==> src/rtl/core/mandelbrot_escape_time_core_macros.svh <==
// Assertion macros shared by the Mandelbrot escape-time core RTL.
`ifndef MANDELBROT_ESCAPE_TIME_CORE_MACROS_SVH
`define MANDELBROT_ESCAPE_TIME_CORE_MACROS_SVH
`ifndef SYNTHESIS
// Same-cycle implication, sampled on clk, off while arst_n is low.
`define MET_ASSERT_IMP(lbl, ante, cons) \
	lbl: assert property (@(posedge clk) disable iff (!arst_n) (ante) |-> (cons)) \
		else $error("same-cycle check failed");
// Next-cycle implication, sampled on clk, off while arst_n is low.
`define MET_ASSERT_NXT(lbl, ante, cons) \
	lbl: assert property (@(posedge clk) disable iff (!arst_n) (ante) |=> (cons)) \
		else $error("next-cycle check failed");
`else
`define MET_ASSERT_IMP(lbl, ante, cons)
`define MET_ASSERT_NXT(lbl, ante, cons)
`endif
`endif

==> src/rtl/core/met_pkg.sv <==
// Shared types, constants and helper functions of the Mandelbrot escape-time core.
`timescale 1ns / 1ps
package met_pkg;

	localparam int DATA_WIDTH   = 32;
	localparam int FRAC_BITS    = DATA_WIDTH - 6;
	localparam int PROD_W       = 2 * DATA_WIDTH;
	localparam int COORD_BITS   = 12;
	localparam int ITER_BITS    = 16;
	localparam int COUNT_BITS   = ITER_BITS + 1;
	localparam int CFG_IDX_BITS = 3;

	// |z|^2 escape bound: 4.0 at the doubled fraction width of a square
	localparam logic [PROD_W-1:0] ESC_LIMIT = PROD_W'(4) << (2 * FRAC_BITS);

	// Reset values of the configuration registers
	localparam logic [DATA_WIDTH-1:0] RST_X_START =
		DATA_WIDTH'(0) - (DATA_WIDTH'(2) << FRAC_BITS);
	localparam logic [DATA_WIDTH-2:0] RST_X_STEP  = (DATA_WIDTH-1)'(1) << (FRAC_BITS - 8);
	localparam logic [DATA_WIDTH-1:0] RST_Y_TOP   = DATA_WIDTH'(1) << FRAC_BITS;
	localparam logic [DATA_WIDTH-2:0] RST_Y_STEP  = (DATA_WIDTH-1)'(1) << (FRAC_BITS - 8);
	localparam logic [ITER_BITS-1:0]  RST_MAX_ITER = ITER_BITS'(255);

	typedef enum logic [CFG_IDX_BITS-1:0] {
		REG_X_START,
		REG_X_STEP,
		REG_Y_TOP,
		REG_Y_STEP,
		REG_MAX_ITER
	} reg_idx_t;

	typedef struct packed {
		logic [DATA_WIDTH-1:0] x_start;
		logic [DATA_WIDTH-2:0] x_step;
		logic [DATA_WIDTH-1:0] y_top;
		logic [DATA_WIDTH-2:0] y_step;
		logic [ITER_BITS-1:0]  max_iter;
	} cfg_t;

	typedef struct packed {
		logic [COORD_BITS-1:0] x;
		logic [COORD_BITS-1:0] y;
		logic [COUNT_BITS-1:0] count;
		logic                  in_set;
		logic [DATA_WIDTH-1:0] fre;
		logic [DATA_WIDTH-1:0] fim;
	} res_t;

	typedef enum logic [2:0] {
		ST_IDLE,
		ST_CX,
		ST_CY,
		ST_CI,
		ST_RR,
		ST_II,
		ST_RI,
		ST_UPD
	} state_t;

	// Sign-extend a data word to product width
	function automatic logic [PROD_W-1:0] sext_dw(input logic [DATA_WIDTH-1:0] v);
		return {{(PROD_W-DATA_WIDTH){v[DATA_WIDTH-1]}}, v};
	endfunction

	// Clamp a product-width signed value to the signed data range
	function automatic logic [DATA_WIDTH-1:0] sat_dw(input logic [PROD_W-1:0] v);
		logic [DATA_WIDTH-1:0] r;
		if (!v[PROD_W-1] && (v[PROD_W-2:DATA_WIDTH-1] != '0)) begin
			r = {1'b0, {(DATA_WIDTH-1){1'b1}}};
		end else if (v[PROD_W-1] && (v[PROD_W-2:DATA_WIDTH-1] != '1)) begin
			r = {1'b1, {(DATA_WIDTH-1){1'b0}}};
		end else begin
			r = v[DATA_WIDTH-1:0];
		end
		return r;
	endfunction

endpackage

==> src/rtl/core/met_cfg_regs.sv <==
// Configuration register file of the Mandelbrot escape-time core.
`timescale 1ns / 1ps
module met_cfg_regs
	import met_pkg::*;
(
	input  logic                    clk,
	input  logic                    arst_n,
	input  logic                    cfg_valid,
	output logic                    cfg_ready,
	input  logic [CFG_IDX_BITS-1:0] cfg_index,
	input  logic [DATA_WIDTH-1:0]   cfg_wdata,
	output cfg_t                    cfg
);

	cfg_t cfg_q;

	assign cfg_ready = 1'b1;
	assign cfg      = cfg_q;

	always_ff @(posedge clk or negedge arst_n) begin
		if (!arst_n) begin
			cfg_q.x_start  <= RST_X_START;
			cfg_q.x_step   <= RST_X_STEP;
			cfg_q.y_top    <= RST_Y_TOP;
			cfg_q.y_step   <= RST_Y_STEP;
			cfg_q.max_iter <= RST_MAX_ITER;
		end else if (cfg_valid && cfg_ready) begin
			case (cfg_index)
				REG_X_START:  cfg_q.x_start  <= cfg_wdata;
				REG_X_STEP:   cfg_q.x_step   <= cfg_wdata[DATA_WIDTH-2:0];
				REG_Y_TOP:    cfg_q.y_top    <= cfg_wdata;
				REG_Y_STEP:   cfg_q.y_step   <= cfg_wdata[DATA_WIDTH-2:0];
				REG_MAX_ITER: cfg_q.max_iter <= cfg_wdata[ITER_BITS-1:0];
				default: ;
			endcase
		end
	end

endmodule

==> src/rtl/core/met_mult.sv <==
// Shared signed multiplier with registered product.
`timescale 1ns / 1ps
module met_mult
	import met_pkg::*;
(
	input  logic                  clk,
	input  logic [DATA_WIDTH-1:0] op_a,
	input  logic [DATA_WIDTH-1:0] op_b,
	output logic [PROD_W-1:0]     prod_q
);

	logic signed [DATA_WIDTH-1:0] sa;
	logic signed [DATA_WIDTH-1:0] sb;
	logic signed [PROD_W-1:0]     prod;

	assign sa   = $signed(op_a);
	assign sb   = $signed(op_b);
	assign prod = sa * sb;

	always_ff @(posedge clk) begin
		prod_q <= prod;
	end

endmodule

==> src/rtl/core/met_engine.sv <==
// Sequencer and datapath of the escape-time iteration around the shared multiplier.
`timescale 1ns / 1ps
`include "mandelbrot_escape_time_core_macros.svh"
module met_engine
	import met_pkg::*;
(
	input  logic                  clk,
	input  logic                  arst_n,
	input  cfg_t                  cfg,
	input  logic                  start,
	input  logic [COORD_BITS-1:0] pixel_x,
	input  logic [COORD_BITS-1:0] pixel_y,
	output logic                  busy,
	output logic                  done,
	output res_t                  res,
	output logic [DATA_WIDTH-1:0] mul_a,
	output logic [DATA_WIDTH-1:0] mul_b,
	input  logic [PROD_W-1:0]     prod
);

	state_t                state_q;
	state_t                state_d;
	logic                  done_q;
	res_t                  res_q;
	logic [COORD_BITS-1:0] px_q;
	logic [COORD_BITS-1:0] py_q;
	logic [DATA_WIDTH-1:0] cre_q;
	logic [DATA_WIDTH-1:0] cim_q;
	logic [DATA_WIDTH-1:0] zr_q;
	logic [DATA_WIDTH-1:0] zi_q;
	logic [PROD_W-1:0]     rr_q;
	logic [PROD_W-1:0]     ii_q;
	logic [ITER_BITS-1:0]  k_q;

	logic [PROD_W-1:0]     norm;
	logic                  escape;
	logic                  last;
	logic                  finish;
	logic [PROD_W-1:0]     diff;
	logic [PROD_W-1:0]     sum_r;
	logic [PROD_W-1:0]     sum_i;

	// squares are non-negative and at most 2^(PROD_W-2), so the sum cannot wrap
	assign norm   = PROD_W'(rr_q[PROD_W-2:0]) + PROD_W'(prod[PROD_W-2:0]);
	assign escape = (k_q != '0) && (norm > ESC_LIMIT);
	assign last   = (k_q == cfg.max_iter);
	assign finish = (state_q == ST_RI) && (escape || last);

	// round update: rr_q, ii_q hold the squares, prod holds zr*zi
	assign diff  = rr_q - ii_q;
	assign sum_r = $unsigned($signed(diff) >>> FRAC_BITS) + sext_dw(cre_q);
	assign sum_i = $unsigned($signed(prod) >>> (FRAC_BITS - 1)) + sext_dw(cim_q);

	assign busy = (state_q != ST_IDLE);
	assign done = done_q;
	assign res  = res_q;

	always_comb begin
		state_d = state_q;
		mul_a   = zr_q;
		mul_b   = zr_q;
		case (state_q)
			ST_IDLE: begin
				if (start) begin
					state_d = ST_CX;
				end
			end
			ST_CX: begin
				mul_a   = {{(DATA_WIDTH-COORD_BITS){1'b0}}, px_q};
				mul_b   = {1'b0, cfg.x_step};
				state_d = ST_CY;
			end
			ST_CY: begin
				mul_a   = {{(DATA_WIDTH-COORD_BITS){1'b0}}, py_q};
				mul_b   = {1'b0, cfg.y_step};
				state_d = ST_CI;
			end
			ST_CI: begin
				state_d = ST_RR;
			end
			ST_RR: begin
				state_d = ST_II;
			end
			ST_II: begin
				mul_a   = zi_q;
				mul_b   = zi_q;
				state_d = ST_RI;
			end
			ST_RI: begin
				mul_b   = zi_q;
				state_d = (escape || last) ? ST_IDLE : ST_UPD;
			end
			ST_UPD: begin
				state_d = ST_RR;
			end
			default: begin
				state_d = ST_IDLE;
			end
		endcase
	end

	always_ff @(posedge clk or negedge arst_n) begin
		if (!arst_n) begin
			state_q <= ST_IDLE;
			done_q  <= 1'b0;
		end else begin
			state_q <= state_d;
			done_q  <= finish;
		end
	end

	always_ff @(posedge clk) begin
		case (state_q)
			ST_IDLE: begin
				if (start) begin
					px_q <= pixel_x;
					py_q <= pixel_y;
				end
			end
			ST_CY: begin
				cre_q <= sat_dw(sext_dw(cfg.x_start) + prod);
			end
			ST_CI: begin
				cim_q <= sat_dw(sext_dw(cfg.y_top) - prod);
				zr_q  <= '0;
				zi_q  <= '0;
				k_q   <= '0;
			end
			ST_II: begin
				rr_q <= prod;
			end
			ST_RI: begin
				ii_q <= prod;
			end
			ST_UPD: begin
				zr_q <= sat_dw(sum_r);
				zi_q <= sat_dw(sum_i);
				k_q  <= k_q + 1'b1;
			end
			default: ;
		endcase
		if (finish) begin
			res_q.x      <= px_q;
			res_q.y      <= py_q;
			res_q.in_set <= !escape;
			res_q.count  <= escape ? COUNT_BITS'(k_q - 1'b1)
			                       : COUNT_BITS'(cfg.max_iter) + 1'b1;
			res_q.fre    <= escape ? zr_q : cre_q;
			res_q.fim    <= escape ? zi_q : cim_q;
		end
	end

	`MET_ASSERT_NXT(a_done_single, done_q, !done_q)
	`MET_ASSERT_NXT(a_start_launch, start && (state_q == ST_IDLE), state_q == ST_CX)
	`MET_ASSERT_IMP(a_inside_count, done_q && res_q.in_set,
		res_q.count == COUNT_BITS'(cfg.max_iter) + 1'b1)
	`MET_ASSERT_IMP(a_escape_count, done_q && !res_q.in_set,
		res_q.count < COUNT_BITS'(cfg.max_iter))
	`MET_ASSERT_IMP(a_round_bound, (state_q == ST_RR) || (state_q == ST_UPD),
		k_q <= cfg.max_iter)

endmodule

==> src/rtl/core/mandelbrot_escape_time_core.sv <==
// Top level of the Mandelbrot escape-time core: config registers, sequencer, shared multiplier.
// Each round uses the single multiplier for zr*zr, zi*zi and zr*zi, then an update state
//   forms the new iterate; a new pixel is accepted only while idle, and the done cycle is idle.
// Reset: arst_n clears the sequencer and the strobe, and loads the register defaults.
// Results are shown for one cycle with done; the receiver cannot stall them.
`timescale 1ns / 1ps
module mandelbrot_escape_time_core
	import met_pkg::*;
(
	input  logic                    clk,
	input  logic                    arst_n,
	// configuration write channel
	input  logic                    cfg_valid,
	output logic                    cfg_ready,
	input  logic [CFG_IDX_BITS-1:0] cfg_index,
	input  logic [DATA_WIDTH-1:0]   cfg_wdata,
	// pixel command
	input  logic                    start,
	output logic                    busy,
	input  logic [COORD_BITS-1:0]   pixel_x,
	input  logic [COORD_BITS-1:0]   pixel_y,
	// result strobe and fields
	output logic                    done,
	output logic [COORD_BITS-1:0]   out_x,
	output logic [COORD_BITS-1:0]   out_y,
	output logic [COUNT_BITS-1:0]   escape_count,
	output logic                    inside_res,
	output logic [DATA_WIDTH-1:0]   final_re,
	output logic [DATA_WIDTH-1:0]   final_im
);

	cfg_t                  cfg;
	res_t                  res;
	logic [DATA_WIDTH-1:0] mul_a;
	logic [DATA_WIDTH-1:0] mul_b;
	logic [PROD_W-1:0]     prod_q;

	// Register file: a write transaction lands whenever cfg_valid is high.
	// Writes are only expected while busy is low and no result is pending.
	met_cfg_regs u_cfg (
		.clk       (clk),
		.arst_n    (arst_n),
		.cfg_valid (cfg_valid),
		.cfg_ready (cfg_ready),
		.cfg_index (cfg_index),
		.cfg_wdata (cfg_wdata),
		.cfg       (cfg)
	);

	// Sequencer: forms c from the pixel index with two multiplies, then runs
	// the rounds. The norm of each new iterate comes for free from the
	// squares of the following round, so one extra square pass ends the search.
	met_engine u_engine (
		.clk     (clk),
		.arst_n  (arst_n),
		.cfg     (cfg),
		.start   (start),
		.pixel_x (pixel_x),
		.pixel_y (pixel_y),
		.busy    (busy),
		.done    (done),
		.res     (res),
		.mul_a   (mul_a),
		.mul_b   (mul_b),
		.prod    (prod_q)
	);

	// One 32x32 signed multiplier, product registered before use.
	met_mult u_mult (
		.clk    (clk),
		.op_a   (mul_a),
		.op_b   (mul_b),
		.prod_q (prod_q)
	);

	// Unpack the result register onto the result ports; it holds until the next pixel ends.
	assign out_x        = res.x;
	assign out_y        = res.y;
	assign escape_count = res.count;
	assign inside_res   = res.in_set;
	assign final_re     = res.fre;
	assign final_im     = res.fim;

endmodule
==> config.mk <==
export PLATFORM = sky130hd
export DESIGN_NAME = mandelbrot_escape_time_core
export DESIGN_NICKNAME = d
export VERILOG_FILES = /design/src/rtl/core/met_pkg.sv /design/src/rtl/core/met_cfg_regs.sv /design/src/rtl/core/met_mult.sv /design/src/rtl/core/met_engine.sv /design/src/rtl/core/mandelbrot_escape_time_core.sv
export VERILOG_INCLUDE_DIRS = /design/src /design/src/rtl/core
export SDC_FILE = /design/constraint.sdc
export NUM_CORES = 2
export LEC_CHECK = 0
export ABC_AREA = 1
export BUFFER_PORTS_ARGS = -buffer_cell sky130_fd_sc_hd__buf_2
export CELL_PAD_IN_SITES_DETAIL_PLACEMENT = 1
export CELL_PAD_IN_SITES_GLOBAL_PLACEMENT = 2
export CORE_ASPECT_RATIO = 1.5
export CORE_UTILIZATION = 36
export DETAILED_ROUTE_END_ITERATION = 12
export PLACE_DENSITY = 0.81
export SYNTH_ARGS = -nofsm -noshare
export SYNTH_HDL_FRONTEND = slang
export SYNTH_SLANG_ARGS = --single-unit
export TNS_END_PERCENT = 1
==> constraint.sdc <==
create_clock -name clk -period 9.6 [get_ports clk]
set_clock_uncertainty 0.15 [all_clocks]
set_input_delay 1.92 -clock clk [delete_from_list [all_inputs] [get_ports clk]]
set_output_delay 1.92 -clock clk [all_outputs]
set_load 0.02 [all_outputs]
* Word-level counts from Yosys, hierarchy flattened
Cells that the tools add are included.
** Operators by class
- Add/sub/neg operators :: 9
- Multiply operators :: 1
- Order comparisons :: 1
- Equal/unequal tests :: 17
- Muxes and demuxes :: 17
- Reduce and logical (&&, ||, !) cells :: 33
** Operators with widths (count)
- $mux W32 :: 8
- $pmux W32 S3 :: 2
- $ne A32 B32 Y1 const B :: 4
- $pmux W32 S2 :: 2
- $reduce_bool A32 Y1 :: 4
- $sub A64 B64 Y64 :: 2
- $add A63 B63 Y64 :: 1
- $add A64 B64 Y64 :: 1
- $gt A64 B55 Y1 const B :: 1
- $mul A32 B32 Y64 :: 1
- $add A39 B32 Y40 :: 1
- $add A38 B32 Y39 :: 1
- $pmux W16 S2 :: 1
- $pmux W3 S7 :: 1
- $add A16 B1 Y17 const B :: 1
- $mux W17 :: 1
- $sub A16 B1 Y17 const B :: 1
- $add A16 B1 Y16 const B :: 1
- $eq A16 B16 Y1 :: 1
- $reduce_bool A16 Y1 :: 1
- $eq A3 B3 Y1 const B :: 5
- $eq A3 B2 Y1 const B :: 4
- $reduce_and A2 Y1 :: 6
- $logic_and A1 B1 Y1 :: 10
- 9 further kinds :: 17
** Word-level totals
- Flip-flop bits (word level) :: 612
- Input bits :: 63
- Output and inout bits :: 109
- Logic and storage cells :: 101

* Depth between registers and ports, before layout
- Word-level depth :: 7
- Gate-level depth with buffers :: 41
- Mapped depth without buffers :: 39

* By module
From an unflattened synthesis, not the netlist that was laid out.
** Second synthesis, totals
- Cells, all modules :: 11998
- Area total of the unflattened synthesis :: 87506.4 um^2
** Modules (own cells, without submodules)
- met_engine :: instances 1, cells each 6282, area each 41703.7 um^2, sequential area each 12171.7 um^2
- met_mult :: instances 1, cells each 5089, area each 40196.1 um^2, sequential area each 1281.2 um^2
- met_cfg_regs :: instances 1, cells each 627, area each 5606.6 um^2, sequential area each 3573.4 um^2

* Least setup slack after synthesis
Ideal clock, no wire load.
- Kind :: reg2reg
- Start :: reg u_engine.state_q[1]
- End :: reg u_mult.prod_q[56]
- Setup time :: 0.072 ns
- Arrival time :: 10.306 ns
- Data required time :: 9.378 ns
- Setup slack :: -0.927 ns
- Cell stages (with the launch flop) :: 35
- Period minus slack after synthesis :: 10.527 ns
- Path through :: dfrtp_1 inv_1 ha_1 nand2_1 inv_1 clkbuf_1 a22oi_1 inv_1 clkbuf_1 nand2_1 fa_1 fa_1 fa_1 fa_1 inv_1 fa_1 inv_1 fa_1 inv_1 fa_1 fa_1 ha_1 nand2_1 nor2_1 inv_1 o21ai_0 nand3_1 nand3_1 nand2_1 o211ai_1 a21oi_1 o21ai_0 nand4_1 nand2_1 xor2_1
** Between the ends
- Longest elaborated chain between the ends :: 4
- Elaborated cells between the ends (all ways) :: 8
- Classes of those cells :: 1 x mul; 4 x eq/ne; 2 x mux; 1 x reduce/logical
** RTL lines
- start, declared :: line met_engine.sv:21 : state_t state_q;
- start signal, assigned :: line met_engine.sv:107 : state_q <= state_d;
- $eq A3 B3 Y1 :: line met_engine.sv:62 : case (state_q)
- $reduce_or A2 Y1 (no line)
- $pmux W32 S3 :: line met_engine.sv:62
- $mul A32 B32 Y64 * :: line met_mult.sv:18 : assign prod = sa * sb;
- via u_mult.prod[56] :: line met_mult.sv:14 : logic signed [PROD_W-1:0] prod;
- end signal, assigned :: line met_mult.sv:21 : prod_q <= prod;
- end, declared :: line met_mult.sv:9 : output logic [PROD_W-1:0] prod_q
Mark *: on every way through the listed nets, which the timed path passes. The rest lies on a longest branch.
A chain may end at the register's enable or synchronous reset.

* Worst setup path in the final report
- Start :: reg u_engine.state_q[0]
- End :: reg u_mult.prod_q[61]
The elaborated chain is that of the path after synthesis.

==> reports/results.ini <==
[synth]
synth-async-reset-ratio_pct = 23.9
synth_top_cell_area_share_pct = 26.4
yosysMostFrequentCell = nand2_1
yosys-top-cells-count = nand2_1 (2505), inv_1 (2060), nor2_1 (1315), fa_1 (1087), a21oi_1 (602)
syn_avg_cell_area_sq_um = 7.72
synth_area_sq_mm = 0.0825
yosysTopAreaCell = fa_1
synth_fp_nets = 12400
synthCells = 10700
ys_ff_latch = 612
synth_edf_count = 402
yosysUniqueCellTypes = 65
synth_ff_type = edfxtp_1
synth_area_leaders = fa_1 (26%), edfxtp_1 (15%), nand2_1 (11%)
yosysWarnings = 0
synth_seq_area_share_pct = 20.6

[timing]
layout_min_cycle_time_ns = 9.39
holdWs_ns = 0.343
setup_viol = 0
rsz0062_at_grt = true
clock.fmax_mhz = 107
hold_violations = 0
period_share_pct = 97.8
slew_headroom_pct = 14.8
max_slew.worst_pin.slew_ns = 1.26
drv_slew = 0

[final_layout]
fin_area_sq_mm = 0.0919
final_nets = 12700
syn2layout_area_growth_pct = 11.4
drive_gt1_share_pct = 7.22
fillers = 27800

[clock_tree]
clockRootBuffer = clkbuf_16
cts_max_path_buffers = 3
clk_pin_slew_ns = 0.06
cts_sinks = 612
h-tree-depth = 3
clk_latency_ns = 0.75
cts_buffers = 73
cts-hold-fix-buffers = 0
cts_tree = yes

[floorplanning]
start_util_pct = 36.3
core_sq_mm = 0.227
fp.dieH_um = 588
pin_count = 172
dieArea_sq_mm = 0.231
die_w_um = 393
row_count = 214

[route]
vias_per_cell = 5.48
drt-total-wl_um = 447000
avgRoutedWirePerCell_um = 31.7
drtIter0Drc = 5566
drtAntennaViolNets = 0
route.detailed.drc = 0
firstDrtPassIters = 5
num_vias = 77300

[worst_setup_path]
cp_max_fo = 8
crit_arrival_ns = 9.87
critPathKind = reg -> reg
crit_top_cell = fa_1
reg2reg_depth = 34
slowest_delay_ns = 0.67
worstPathRequired_ns = 10.09
end_kind = register
cp_slowest_cell = fa_1
rrSetupSlack_ns = 0.21
cp-start-kind = register

[placed_design]
placed_area_sq_mm = 0.0889
place_congestion = 1.08
portBuffers = 170
dp_hpwl_um = 376000

[global_routing]
grtUsageMet3_pct = 7.08
grt_pass1_wl_um = 617000
use_met2_pct = 65.8
grtUsageMet1_pct = 39.0
grt_max_degree = 77
gr-total-overflow = 0
grt_pass1_vias = 84200
antenna_found_initial = 51
grt_usage_pct = 38.5
busiest_layer = met2

[job]
drv_cap = 0

[worst_hold_path]
min_path_type = reg -> reg
worstHoldPathCells = 2

[run_status]
status = completed

per-layer routing:
metal | vias to the layer above | routed length (um)
li1 | 33800 | -
met1 | 39100 | 151000
met2 | 2984 | 217000
met3 | 1367 | 26100
met4 | 20 | 52800
met5 | - | 132
metrics by stage:
stage | cells | utilization, % | setup slack (ns) | TNS, ns
finish | 14100 | 40.4 | 0.214 | 0
detailed placement | 13900 | 39.1 | -0.0758 | -0.0758
CTS | 14100 | 40.3 | 0.0415 | 0
floorplan | 10700 | - | 0.279 | 0
global route | 14100 | 40.4 | -0.0149 | -0.0220
global placement | 13900 | 39.1 | 0.0400 | 0
what timing repair did:
| action | 4_1_cts | 5_1_grt |
|---|---|---|
| setup buffers | 0 | 20 |
| pin swaps | 0 | 3 |
| cloned | 0 | 2 |
| gates resized for setup | 4 | 53 |
| endpoints found under the setup margin | 3 | 26 |
worst paths after layout:
kind | startpoint | endpoint
setup / recovery | u_engine.state_q[0] | u_mult.prod_q[61]
hold / removal | u_cfg.cfg[18] | u_cfg.cfg[18]
setup reg to reg | u_engine.state_q[0] | u_mult.prod_q[61]
hold reg to reg | u_cfg.cfg[18] | u_cfg.cfg[18]
max in group asynchronous | arst_n | u_cfg.cfg[21]
min in group asynchronous | arst_n | u_cfg.cfg[134]
cells by family after synthesis:
logic type                 Yosys count  synth area share, %
xor gates and xnor gates           338                 3.60
DFF                                612                 20.6
and+or+nand+nor                   4318                 20.8
buffers and inverters             2354                 10.9
AOI/OAI and AO/OA                 1456                 9.83
adders and majority gates         1608                 34.3
other                                1              0.00454
cells in the final DEF, fill, tap and decap left out, types with 16 or more instances in the layout:
| master | count |
|---|---|
| buf_4 | 305 |
| a31oi_1 | 55 |
| nand4_1 | 75 |
| fa_1 | 1082 |
| nor3_1 | 68 |
| nand3_1 | 235 |
| xnor2_1 | 96 |
| dfxtp_1 | 64 |
| edfxtp_1 | 402 |
| nand2_1 | 2502 |
| o21a_1 | 44 |
| a21oi_1 | 598 |
| clkbuf_16 | 76 |
| o211ai_1 | 18 |
| nor4_1 | 22 |
| o21ai_2 | 22 |
| o21ai_1 | 47 |
| nand3b_1 | 32 |
| o2111ai_1 | 32 |
| ha_1 | 517 |
| buf_12 | 21 |
| o21bai_1 | 33 |
| dfstp_2 | 16 |
| dfrtp_1 | 130 |
| diode_2 | 21 |
| clkinvlp_4 | 21 |
| a21o_1 | 40 |
| a21boi_0 | 20 |
| buf_2 | 169 |
| inv_2 | 25 |
| nor2_1 | 1311 |
| clkinv_1 | 17 |
| xor2_1 | 241 |
| o21ai_0 | 461 |
| inv_1 | 2047 |
flip-flops by register name, summed over array words and instances (netlist names):
name	count
u_engine.k_q	16
u_mult.prod_q	64
u_engine.done	1
u_engine.py_q	12
u_engine.rr_q	64
u_engine.res	106
u_engine.zr_q	32
u_engine.state_q	3
u_engine.zi_q	32
u_cfg.cfg	142
u_engine.ii_q	64
u_engine.cre_q	32
u_engine.cim_q	32
u_engine.px_q	12
worst max-delay path, delay by kind of cell (launching register included):
family / cells / cell delay (ns)
AO/OA/AOI/OAI: 3 / 0.46
XOR/XNOR: 1 / 0.19
buffers and inverters: 9 / 1.37
adder cells (fa/ha/maj): 10 / 4.99
AND/OR/NAND/NOR: 11 / 1.70
flip-flops: 1 / 0.38
final cells by class:
cell class,count,area [sq um],area share (%)
Timing Repair Buffer,501,3630,3.95
Inverter,2104,7950,8.65
Clock buffer,91,2020,2.19
Antenna cell,21,52.6,0.0572
Tap cell,3024,3780,4.12
Clock inverter,43,562,0.611
Sequential cell,612,17000,18.5
Timing Repair inverter,1,7.51,0.00817
Multi-Input combinational cell,7721,56900,61.9
Power is not shown: default switching activity piles up to over one toggle a cycle in this logic, so the estimate is an artifact.
